$ cat src/hw/rtl/ptkm_pkg.sv
// -----------------------------------------------------------------------------
// Packed trie keyword matcher package
// Table geometry, entry encoding, and controller/datapath command and status.
// -----------------------------------------------------------------------------
`default_nettype none

package ptkm_pkg;

  localparam int unsigned TableDepth = 1024;
  localparam int unsigned AddrW      = $clog2(TableDepth);
  // walk position may run past the end of the table by up to one offset byte's value
  localparam int unsigned PosW       = $clog2(TableDepth + 256);
  localparam int unsigned StepW      = $clog2(TableDepth + 2);

  localparam int unsigned TblAddrW   = 10;
  localparam int unsigned ByteW      = 8;
  localparam int unsigned CodeW      = 7;

  localparam logic [ByteW-1:0] ForkBit  = 8'h80;
  localparam logic [ByteW-1:0] CharMask = 8'h7F;
  localparam logic [ByteW-1:0] EndChar  = 8'h00;

  localparam logic OpWrite = 1'b0;
  localparam logic OpChar  = 1'b1;

  typedef struct packed {
    logic table_wr;
    logic latch;
    logic rd_entry;
    logic rd_offset;
    logic adv_fork;
    logic adv_plain;
    logic skip;
    logic save_pos;
    logic set_fault;
    logic set_failed;
    logic park;
    logic emit_hit;
    logic emit_miss;
  } cmd_t;

  typedef struct packed {
    logic op;
    logic in_char_zero;
    logic blocked;
    logic char_zero;
    logic pos_oob;
    logic pos1_oob;
    logic steps_over;
    logic is_fork;
    logic fork_hit;
    logic plain_hit;
    logic out_busy;
  } status_t;

endpackage

`default_nettype wire

$ cat src/hw/rtl/ptkm_ctrl.sv
// -----------------------------------------------------------------------------
// Packed trie keyword matcher controller
// Sequences table writes and the per-character trie walk.
// -----------------------------------------------------------------------------
`default_nettype none

module ptkm_ctrl (
  input  wire logic              clk_i,
  input  wire logic              rst_ni,
  input  wire logic              in_valid_i,
  output      logic              in_ready_o,
  input  wire ptkm_pkg::status_t status_i,
  output      ptkm_pkg::cmd_t    cmd_o
);
  import ptkm_pkg::*;

  localparam logic [2:0] StIdle    = 3'd0;
  localparam logic [2:0] StRead    = 3'd1;
  localparam logic [2:0] StEval    = 3'd2;
  localparam logic [2:0] StSkip    = 3'd3;
  localparam logic [2:0] StCodeRd  = 3'd4;
  localparam logic [2:0] StEmitHit = 3'd5;
  localparam logic [2:0] StFinish  = 3'd6;
  localparam logic [2:0] StEmitMis = 3'd7;

  logic [2:0] state_q, state_d;

  assign in_ready_o = (state_q == StIdle);

  always_comb begin
    state_d = state_q;
    cmd_o   = '0;
    case (state_q)
      StIdle: begin
        if (in_valid_i) begin
          if (status_i.op == OpWrite) begin
            cmd_o.table_wr = 1'b1;
          end else begin
            cmd_o.latch = 1'b1;
            if (!status_i.blocked) begin
              state_d = StRead;
            end else if (status_i.in_char_zero) begin
              state_d = StEmitMis;
            end
          end
        end
      end
      StRead: begin
        if (status_i.pos_oob || status_i.steps_over) begin
          cmd_o.set_fault = 1'b1;
          state_d = StFinish;
        end else begin
          cmd_o.rd_entry = 1'b1;
          state_d = StEval;
        end
      end
      StEval: begin
        if (status_i.is_fork && !status_i.fork_hit) begin
          if (status_i.pos1_oob) begin
            cmd_o.set_fault = 1'b1;
            state_d = StFinish;
          end else begin
            cmd_o.rd_offset = 1'b1;
            state_d = StSkip;
          end
        end else if (status_i.is_fork || status_i.plain_hit) begin
          cmd_o.adv_fork  = status_i.is_fork;
          cmd_o.adv_plain = !status_i.is_fork;
          if (status_i.char_zero) begin
            state_d = StCodeRd;
          end else begin
            cmd_o.save_pos = 1'b1;
            state_d = StIdle;
          end
        end else begin
          cmd_o.set_failed = 1'b1;
          state_d = StFinish;
        end
      end
      StSkip: begin
        cmd_o.skip = 1'b1;
        state_d = StRead;
      end
      StCodeRd: begin
        if (status_i.pos_oob) begin
          cmd_o.set_fault = 1'b1;
          state_d = StFinish;
        end else begin
          cmd_o.rd_entry = 1'b1;
          state_d = StEmitHit;
        end
      end
      StEmitHit: begin
        if (!status_i.out_busy) begin
          cmd_o.emit_hit = 1'b1;
          state_d = StIdle;
        end
      end
      StFinish: begin
        if (status_i.char_zero) begin
          state_d = StEmitMis;
        end else begin
          cmd_o.park = 1'b1;
          state_d = StIdle;
        end
      end
      StEmitMis: begin
        if (!status_i.out_busy) begin
          cmd_o.emit_miss = 1'b1;
          state_d = StIdle;
        end
      end
      default: begin
        state_d = StIdle;
      end
    endcase
  end

  always_ff @(posedge clk_i or negedge rst_ni) begin
    if (!rst_ni) begin
      state_q <= StIdle;
    end else begin
      state_q <= state_d;
    end
  end

endmodule

`default_nettype wire

$ cat config.mk
export PLATFORM = sky130hd
export DESIGN_NAME = ptkm_ctrl
export DESIGN_NICKNAME = d
export VERILOG_FILES = /design/src/hw/rtl/ptkm_pkg.sv /design/src/hw/rtl/ptkm_ctrl.sv
export SDC_FILE = /design/constraint.sdc
export NUM_CORES = 1
export LEC_CHECK = 0
export BUFFER_PORTS_ARGS = -buffer_cell sky130_fd_sc_hd__buf_4
export CAP_MARGIN = 10
export CELL_PAD_IN_SITES_DETAIL_PLACEMENT = 0
export CELL_PAD_IN_SITES_GLOBAL_PLACEMENT = 1
export CORE_ASPECT_RATIO = 1.25
export CORE_MARGIN = 3
export CORE_UTILIZATION = 28
export DETAILED_ROUTE_END_ITERATION = 6
export HOLD_SLACK_MARGIN = 0.06
export PLACE_DENSITY = 0.82
export SYNTH_ARGS = -nofsm -noshare
export SYNTH_HDL_FRONTEND = slang
export SYNTH_SLANG_ARGS = --single-unit
$ cat constraint.sdc
create_clock -name clk_i -period 1.5 [get_ports clk_i]
set_clock_uncertainty 0.05 [all_clocks]
set_input_delay 0.075 -clock clk_i [delete_from_list [all_inputs] [get_ports clk_i]]
set_output_delay 0.075 -clock clk_i [all_outputs]
set_load 0.02 [all_outputs]
# Word-level counts from Yosys, hierarchy flattened

Index checks and enable logic that the tools add are counted.

Flip-flop bits (word level): 3
Bits of input ports: 14

Reductions and logical operators: 8
Mux-type cells: 42
Eq/ne operators: 11

Operators with widths:

| cell                                                                    | count |
|---|---|
| 3-bit two-way mux                                                       | 12 |
| 1-bit two-way mux                                                       | 22 |
| 3-bit case mux with 7 select lines                                      | 1 |
| 3-bit == test, second input constant                                    | 4 |
| 2-bit two-way mux                                                       | 5 |
| 3-bit by 2-bit == test with 1-bit output, second input constant         | 2 |
| 2-bit inequality test, second input constant                            | 2 |
| 4-bit AND reduction                                                     | 1 |
| 3-bit by 1-bit == test with 1-bit output, second input constant         | 1 |
| 3-bit zero test                                                         | 1 |
| 3-bit by 2-bit inequality test with 1-bit output, second input constant | 1 |
| 1-bit case mux with 3 select lines                                      | 1 |
| 1-bit zero test                                                         | 2 |
| 1-bit logical OR                                                        | 2 |
| 2-bit by 1-bit inequality test with 1-bit output, second input constant | 1 |
| 1-bit case mux with 2 select lines                                      | 1 |
| 2-bit OR reduction                                                      | 1 |
| 1-bit logical AND                                                       | 1 |

# Logic depth before layout (Yosys ltp)

Gate-level depths: netlist of the first run.

Word-level depth: 5
Mapped depth: 5
Depth with buffers taken out: 4

# Least setup slack after synthesis of the first run

OpenSTA, ideal clock, no wires.

Kind: reg2reg
Start: register state_q[2]
End: register state_q[0]
Path buffers: 1
Cell stages (with the launch flop): 6
Path slack: -0.088 ns
Library setup time: 0.068 ns
Arrival: 1.470 ns
Path through: dfrtp_1 -> buf_6 -> nor2_1 -> nand2_1 -> nor3_1 -> o41a_1

Longest elaborated chain between the ends: 4
Elaborated cells on any way between the ends: 15
Those cells by class: eq/ne: 11; mux: 1; reduce/logical: 3

RTL lines:

| element                         | RTL line         | source |
|---|---|---|
| start: declaration              | ptkm_ctrl.sv:26  | `logic [2:0] state_q, state_d;` |
| start signal: assignment        | ptkm_ctrl.sv:121 | `state_q <= StIdle;` |
| start signal: assignment        | ptkm_ctrl.sv:123 | `state_q <= state_d;` |
| 3-bit == test                   | ptkm_ctrl.sv:33  | `case (state_q)` |
| 2-bit OR reduction (no line)    | n/a              |  |
| 2-bit inequality test (no line) | n/a              |  |
| 4-bit AND reduction (no line)   | n/a              |  |

Parallel ways exist; a longest one is shown, timed or not.
A chain may end at the register's enable or synchronous reset.

==> results of run 1 <==
==> layout make-up <==
class,instances,area [um^2]
fillers,132,594
repair buffers,48,413
well taps,18,22.5
inverters,2,7.51
multi-input cells,52,439
flip-flops and latches,3,78.8
clock buffers,4,26.3
==> cell usage in the layout (no fill, tap or decap), types with 2 or more instances in the layout <==
cell / count
buf_4: 36
buf_6: 10
nor2_1: 5
nand2_1: 5
nor3_2: 4
nor3b_2: 3
a21oi_1: 3
clkbuf_4: 3
dfrtp_2: 3
and3b_1: 2
and3_4: 2
inv_1: 2
nor3_1: 2
a21o_1: 2
==> per-stage QoR <==
stage,worst slack (ps),std cells,cell area (um^2)
after floorplan,27.6,63,489
after global placement,47.0,111,741
after detailed placement,31.0,111,741
after CTS,-37.8,124,916
after global routing,-93.9,127,987
final,-53.1,127,987
==> Yosys cell counts (2+ instances only) <==
| cell | number |
|---|---|
| nand2_1 | 6 |
| inv_1 | 2 |
| and3_1 | 3 |
| a21o_1 | 2 |
| nor3_1 | 6 |
| a21oi_1 | 3 |
| nor3b_1 | 5 |
| buf_6 | 2 |
| and3b_1 | 2 |
| dfrtp_1 | 3 |
| nor2_1 | 5 |
| nand2b_1 | 2 |
| buf_2 | 3 |
==> cell families (layout without fill, tap and decap cells) <==
kind of cell | count (synthesis) | in the layout
flops | 3 | 3
xor+xnor | 1 | 1
simple gates | 33 | 33
mux | 2 | 2
buf+inv | 8 | 54
compound gates | 16 | 16
==> layer usage <==
metal,vias up,wire length (um),track usage (%)
li1,331,-,-
met1,347,730,15.3
met2,16,1030,30.3
met3,0,57,1.38
met4,0,0,5.70
met5,-,0,0
==> repair_timing <==
action,CTS,global route
setup endpoints to repair,11,14
pin swaps,6,6
cloned,0,0
setup buffers,8,3
endpoints found under the hold margin,3,0
hold buffers,1,0
resized for setup,17,11
==> path summary, 6_finish.rpt <==
path | end | slack (ps)
max | cmd_o[12] | -50
min | state_q[1] | 140
max reg2reg | state_q[1] | -30
min reg2reg | state_q[0] | 720
max in group asynchronous | state_q[0] | 1160
min in group clk_i | state_q[2] | 180
==> power by group through the flow <==
stage / sequential, uW / clock [uW] / combinational, uW
floorplan: 139 / 0 / 733
global placement: 244 / 0 / 943
detailed placement: 246 / 0 / 946
CTS: 233 / 141 / 1280
global route: 249 / 151 / 1570
finish: 240 / 140 / 1490
==> results.yml, run 1 <==
clock_network:
  path_clk_slew_ps: 40
  clock-root-buffer: "clkbuf_4"
  tritoncts: "built"
  clkLatencyLatePin_ps: 230
  htreeDepth: 1
  clock_sinks: 3
  clk_path_buf_depth: 2
  cts_made_buffers: 3
place:
  dp.final_hpwl_um: 1100
  gp_congestion: 0.726
  io_buffers: 27
worst_setup_path:
  crit_chain: "buf_6 -> nor3_4 -> buf_6 -> and3b_1 -> buf_4"
  crit_buf_inv: 3
  rr_worst_depth: 5
  critPathMaxFanout: 7
  endpoint_kind: "output pin"
  arrival_ps: 1430
  cpMostUsedCell: "buf_6"
  crit_type: "flop to output pin"
  crit_slowest_cell: "dfrtp_2"
  path_depth: 5
  cp_slowest_stage_delay_ps: 460
  cp-startpoint: "state_q[0]"
  r2r-start: "state_q[0]"
  cp.required_ps: 1370
  cp_top_family: "flip-flops"
  start_kind: "flop"
synth:
  synth_cells: 63
  synth_top_family_by_area: "simple AND/OR/NAND/NOR gates"
  synth-xor-area-share_pct: 1.84
  yosysWarnings: 0
  synth_mux_area_share_pct: 5.25
  ys_ff_latch: 3
  synth-simple-area-share_pct: 42.0
  synth_edf_count: 0
  synth_area_leaders: "dfrtp_1, nor3b_1, nor3_1"
  synth_nets: 77
  netlist.area_leader.share_pct: 15.7
  synth_flop_cell: "dfrtp_1"
  synthDistinctLibCells: 32
  synth_largest_area_cell: "dfrtp_1"
  synth-seq-area-share_pct: 15.7
  synthesis.area_um2: 477
  synth-compound-area-share_pct: 24.9
  synth_fa_ha_area_share_pct: 0
  synth-async-reset-ratio_pct: 100
  synth_area_per_cell_um2: 7.57
timing:
  rsz0062_at_grt: "yes"
  finalSetupViolations: 6
  max_freq_mhz: 644
  finalMaxSlewViolations: 0
  fin_crit_ps: 1550
  relSlewSlack_pct: 70.4
  setup-tns-final_ps: -175
  setup_ws_ps: -53.1
  worst_pin_slew_ps: 433
  fin_crit_sh_pct: 104
  finalHoldViolCount: 0
  hold_slack_ps: 136
die:
  core_area_mm2: 0.00158
  dieArea_mm2: 0.00224
  std_cell_rows: 16
  die_w_um: 42.9
  start_util_pct: 30.1
  ioPinCount: 28
  die_h_um: 52.1
layout:
  finalNetCount: 124
  drive_gt1_share_pct: 65.1
  largest_reg_flops: 3
  top_register: "state_q"
  fin_util_pct: 62.4
  area_delta_synth_final_pct: 107
  top_regs: "state_q: 3 flops"
  diodes: 0
power:
  p_comb_share_pct: 79.6
  net-switching-power_uw: 793
  p_sw_share_pct: 42.5
  finalPower_uw: 1870
  vdd_ir_drop_max_uv: 870
  seqPwrFrac_pct: 12.9
  power.density_mw_per_mm2: 1890
  total_leakage_power_uw: 0.000467
  p_clk_share_pct: 7.5
  internal_power_uw: 1070
grt:
  antenna_found_initial: 0
  first_global_vias: 668
  track_usage_pct: 15.0
  grt_max_degree: 8
  overflow: 0
  grt_pass1_wl_um: 2640
min_path:
  hold_path.class: "input pin to asynchronous set/reset pin"
job:
  maxCapViolCount: 0
route:
  routed_wl_um: 1810
  first_pass_iters: 6
  viasPerCell: 5.46
  ant_nets: 0
  wire_per_inst_um: 14.3
  drt_iter0_markers: 14
  drc: 0
  vias: 694
status:
  violations: "negative setup slack"
  status: "finished with violations"
Power figures use the tool's default switching activity.
==> run 2, diff against run 1 <==
--- a/config.mk
+++ b/config.mk
@@ -15,6 +15,7 @@
 export DETAILED_ROUTE_END_ITERATION = 6
 export HOLD_SLACK_MARGIN = 0.06
 export PLACE_DENSITY = 0.82
+export RECOVER_POWER = 50
 export SYNTH_ARGS = -nofsm -noshare
 export SYNTH_HDL_FRONTEND = slang
 export SYNTH_SLANG_ARGS = --single-unit
==> run 2 against run 1 <==
Compared with the run above:
- the flow still finishes with violations (negative setup slack)
- non-clock buffer count did not move
- largest power group unchanged
- sequential share of layout area hardly changed
- via count grew 0.43%
- count of clock-buffer cells in the layout unchanged
- first-iteration DRC count fell by 7.1%
- global-route usage is the same
- clock power is essentially flat
- utilization shrank 0.24 points
- critical path depth did not move
- design area shrank 0.38%
- largest cell class unchanged
- total power increased by 0.15%
==> results.yml, run 2 (synthesis results as in run 1) <==
status:
  status: "finished with violations"
  violations: "negative setup slack"
grt:
  grt_pass1_wl_um: 2640
  grt_max_degree: 8
  antenna_found_initial: 0
  first_global_vias: 668
  track_usage_pct: 15.0
  overflow: 0
worst_setup_path:
  start_kind: "flop"
  endpoint_kind: "output pin"
  critPathMaxFanout: 7
  cp.required_ps: 1370
  arrival_ps: 1430
  crit_type: "flop to output pin"
  reg2reg_slack_ps: -30
layout:
  top_register: "state_q"
  mostFrequentLayoutCell: "buf_4"
  area_delta_synth_final_pct: 106
  top_regs: "state_q: 3 flops"
  stdcell_count: 127
  diodes: 0
  layout_common_cells: "buf_4, buf_6, nor2_1, nand2_1, nor3_2"
  largest_reg_flops: 3
  finalNetCount: 124
  drive_gt1_share_pct: 64.2
place:
  dp.final_hpwl_um: 1100
  io_buffers: 27
  gp_congestion: 0.726
  dp_cells: 111
route:
  vias: 697
  ant_nets: 0
  viasPerCell: 5.49
  drt_iter0_markers: 13
  first_pass_iters: 4
  wire_per_inst_um: 14.3
  drc: 0
  routed_wl_um: 1820
timing:
  setup_ws_ps: -57.1
  fin_crit_sh_pct: 104
  rsz0062_at_grt: "yes"
  finalHoldViolCount: 0
  fin_crit_ps: 1560
  finalMaxSlewViolations: 0
  hold_slack_ps: 141
  relSlewSlack_pct: 70.4
  max_freq_mhz: 642
  finalSetupViolations: 6
  worst_pin_slew_ps: 433
die:
  ioPinCount: 28
  start_util_pct: 30.1
  die_w_um: 42.9
  dieArea_mm2: 0.00224
  std_cell_rows: 16
  die_h_um: 52.1
  core_area_mm2: 0.00158
power:
  vdd_ir_drop_max_uv: 871
  seqPwrFrac_pct: 12.9
  finalPower_uw: 1870
  p_comb_share_pct: 79.5
  p_clk_share_pct: 7.6
  internal_power_uw: 1070
  p_sw_share_pct: 42.6
  total_leakage_power_uw: 0.000463
  power.density_mw_per_mm2: 1900
  net-switching-power_uw: 797
clock_network:
  htreeDepth: 1
  clock-root-buffer: "clkbuf_4"
  clkLatencyLatePin_ps: 230
  clock_sinks: 3
  cts_made_buffers: 3
  tritoncts: "built"
  path_clk_slew_ps: 40
  clk_path_buf_depth: 2
min_path:
  hold_path.class: "input pin to asynchronous set/reset pin"
job:
  maxCapViolCount: 0
run 2: cell count changes in the layout (fill, tap and decap cells not counted), sizes merged:
cell and change:
clkbuf +1, buf -1
run 2: final timing paths:
kind                       cells past startpoint         end         from
setup / recovery                               5   cmd_o[12]   state_q[0]
hold / removal                                 2  state_q[1]       rst_ni
setup reg to reg                               5  state_q[1]   state_q[0]
hold reg to reg                                2  state_q[0]   state_q[2]
max in group asynchronous                      2  state_q[0]       rst_ni
min in group clk_i                             3  state_q[2]  status_i[8]
run 2: final cells by class:
type,instances,area (um^2)
well taps,18,22.5
repair buffers,48,409
inverters,2,7.51
clock buffers,4,26.3
flip-flops and latches,3,78.8
multi-input cells,52,439
fillers,133,598
run 2: power by group through the flow:
stage                     Clock [uW]  Sequential [uW]  Combinational [uW]
after floorplan                    0              139                 733
after global placement             0              244                 943
after detailed placement           0              246                 946
after CTS                        141              233                1280
after global routing             151              249                1570
final                            142              241                1490
run 2: metal layers:
metal | up-vias | global-route usage (%) | wire [um] | share of wire, %
li1 | 329 | - | - | -
met1 | 346 | 15.3 | 728 | 40
met2 | 20 | 30.3 | 1020 | 56
met3 | 2 | 1.38 | 66 | 3.6
met4 | 0 | 5.70 | 8 | 0.44
met5 | - | 0 | 0 | 0
run 2: what timing repair did:
| item | in CTS | in global routing |
|---|---|---|
| pin swaps | 6 | 6 |
| hold buffers | 1 | 0 |
| buffers inserted | 8 | 3 |
| endpoints found under the hold margin | 3 | 0 |
| setup endpoints to repair | 11 | 14 |
| resized for setup | 17 | 11 |
run 2: through the flow:
stage,instance area [um^2],setup slack [ps],setup TNS [ps],utilization (%)
after CTS,916,-37.8,-85.1,57.9
after floorplan,489,27.6,0,-
after global routing,983,-93.9,-597,62.2
after global placement,741,47.0,0,46.8
after detailed placement,741,31.0,0,46.8
final,983,-57.1,-193,62.2
run 2: worst max-delay path: stages, from the launching register on:
cell and delay, ps:
dfrtp_2 460, buf_6 150, nor3_4 180, buf_6 130
and3b_1 140, buf_4 130
==> run 3, diff against run 2 <==
==> constraint.sdc (replaced) <==
create_clock -name clk_i -period 1.5 [get_ports clk_i]
set_clock_uncertainty 0.05 [all_clocks]
set_input_delay 0.15 -clock clk_i [delete_from_list [all_inputs] [get_ports clk_i]]
set_output_delay 0.15 -clock clk_i [all_outputs]
set_load 0.02 [all_outputs]
==> run 3 against run 2 <==
Compared with the run above:
- the run still ends with negative setup slack left
- die area unchanged
- first-iteration DRC count grew 7.7%
- routed wire length is 2.1% lower
- worst setup slack worse by 97 ps
- hold slack improved by 47 ps
- utilization is 2.8 points lower
- via count is 5.0% lower
- global-route usage increased by 1.2 points
- sequential share of layout area grew 0.37 points
- clock power is 7% higher
- count of clock-buffer cells in the layout unchanged
- fmax down 5.9%
- critical path type unchanged
==> results.yml, run 3 (synthesis results as in run 1) <==
clock_network:
  path_clk_slew_ps: 40
  tritoncts: "built"
  clock_sinks: 3
  clkLatencyLatePin_ps: 250
  clock-root-buffer: "clkbuf_4"
  clk_path_buf_depth: 2
  cts_made_buffers: 3
  htreeDepth: 1
place:
  io_buffers: 27
  post-place-ws_ps: -34.5
  gp_congestion: 0.806
  dp.final_hpwl_um: 1120
power:
  p_clk_share_pct: 8.7
  p_sw_share_pct: 45.1
  p_comb_share_pct: 78.1
  vdd_ir_drop_max_uv: 755
  total_leakage_power_uw: 0.000447
  internal_power_uw: 954
  seqPwrFrac_pct: 13.2
  net-switching-power_uw: 785
  power.density_mw_per_mm2: 1850
  finalPower_uw: 1740
die:
  std_cell_rows: 16
  core_area_mm2: 0.00158
  ioPinCount: 28
  dieArea_mm2: 0.00224
  die_w_um: 42.9
  die_h_um: 52.1
  start_util_pct: 30.1
worst_setup_path:
  cp_slowest_stage_delay_ps: 460
  r2r-start: "state_q[0]"
  cp.required_ps: 1300
  cp_top_family: "flip-flops"
  crit_slowest_cell: "dfrtp_2"
  critPathMaxFanout: 8
  cpMostUsedCell: "buf_6"
  reg2reg_slack_ps: -80
  crit_buf_inv: 3
  rr_endpoint: "state_q[1]"
  arrival_ps: 1450
  path_depth: 5
  cp-startpoint: "state_q[0]"
  start_kind: "flop"
  rr_worst_depth: 5
  crit_type: "flop to output pin"
  endpoint_kind: "output pin"
  crit_chain: "buf_6 -> nor3_4 -> buf_6 -> and3b_1 -> buf_4"
layout:
  drive_gt1_share_pct: 65.4
  area_delta_synth_final_pct: 97.1
  top_regs: "state_q: 3 flops"
  mostFrequentLayoutCell: "buf_4"
  fill_cells: 149
  seqCellArea_um2: 78.8
  largest_reg_flops: 3
  top_register: "state_q"
  multiInputGateArea_um2: 448
  diodes: 0
  finalNetCount: 119
  layout_common_cells: "buf_4, buf_6, nor3b_2"
grt:
  antenna_found_initial: 0
  grt_pass1_wl_um: 2700
  track_usage_pct: 16.2
  grt_max_degree: 11
  overflow: 0
  first_global_vias: 622
timing:
  setup_ws_ps: -154
  setup-tns-final_ps: -981
  max_freq_mhz: 605
  hold_slack_ps: 188
  finalSetupViolations: 11
  finalHoldViolCount: 0
  relSlewSlack_pct: 68.0
  fin_crit_ps: 1650
  fin_crit_sh_pct: 110
  finalMaxSlewViolations: 0
  worst_pin_slew_ps: 468
  rsz0062_at_grt: "yes"
route:
  drt_iter0_markers: 14
  viasPerCell: 5.43
  drc: 0
  wire_per_inst_um: 14.6
  vias: 662
  ant_nets: 0
  first_pass_iters: 4
  routed_wl_um: 1780
min_path:
  hold_path.class: "input pin to asynchronous set/reset pin"
status:
  status: "finished with violations"
  violations: "negative setup slack"
job:
  maxCapViolCount: 0
[run 3: area by class of cell]
cell class	count	area share, %
Sequential cell	3	8.39
Clock buffer	4	2.80
Timing Repair Buffer	43	37.9
Inverter	2	0.799
Multi-Input combinational cell	52	47.7
Tap cell	18	2.40
[run 3: worst max path at each step]
| stage | endpoint | slack (ps) |
|---|---|---|
| after global routing | cmd_o[9] | -210 |
| after floorplan | cmd_o[2] | -1 |
| after CTS | cmd_o[12] | -160 |
| final | cmd_o[12] | -150 |
| after global placement | state_q[2] | -40 |
| after detailed placement | state_q[2] | -30 |
[run 3: through the flow]
stage          instances  utilization, %  instance area [um^2]
2_1_floorplan         63               -                   498
3_3_place_gp         109            46.4                   734
3_5_place_dp         109            46.4                   734
4_1_cts              120            56.6                   895
5_1_grt              122            59.4                   940
6_report             122            59.4                   940
[run 3: repair_timing]
item | 4_1_cts | 5_1_grt
resized for setup | 18 | 11
pin swaps | 3 | 3
setup endpoints to repair | 16 | 15
hold endpoints to repair | 3 | 0
hold buffers | 1 | 0
setup buffers | 7 | 2
[run 3: power by group through the flow]
stage | logic [uW] | clock network [uW] | registers, uW
final | 1360 | 152 | 229
after global routing | 1450 | 166 | 237
after CTS | 1230 | 153 | 230
after detailed placement | 921 | 0 | 258
after global placement | 916 | 0 | 254
after floorplan | 744 | 0 | 139
[run 3: per-layer routing]
| metal | share of wire (%) | vias up | wire length, um | GRT usage, % |
|---|---|---|---|---|
| li1 | - | 316 | - | - |
| met1 | 40 | 314 | 707 | 17.6 |
| met2 | 54 | 28 | 954 | 28.5 |
| met3 | 5.0 | 4 | 90 | 2.77 |
| met4 | 1.7 | 0 | 31 | 10.4 |
| met5 | 0 | - | 0 | 0 |
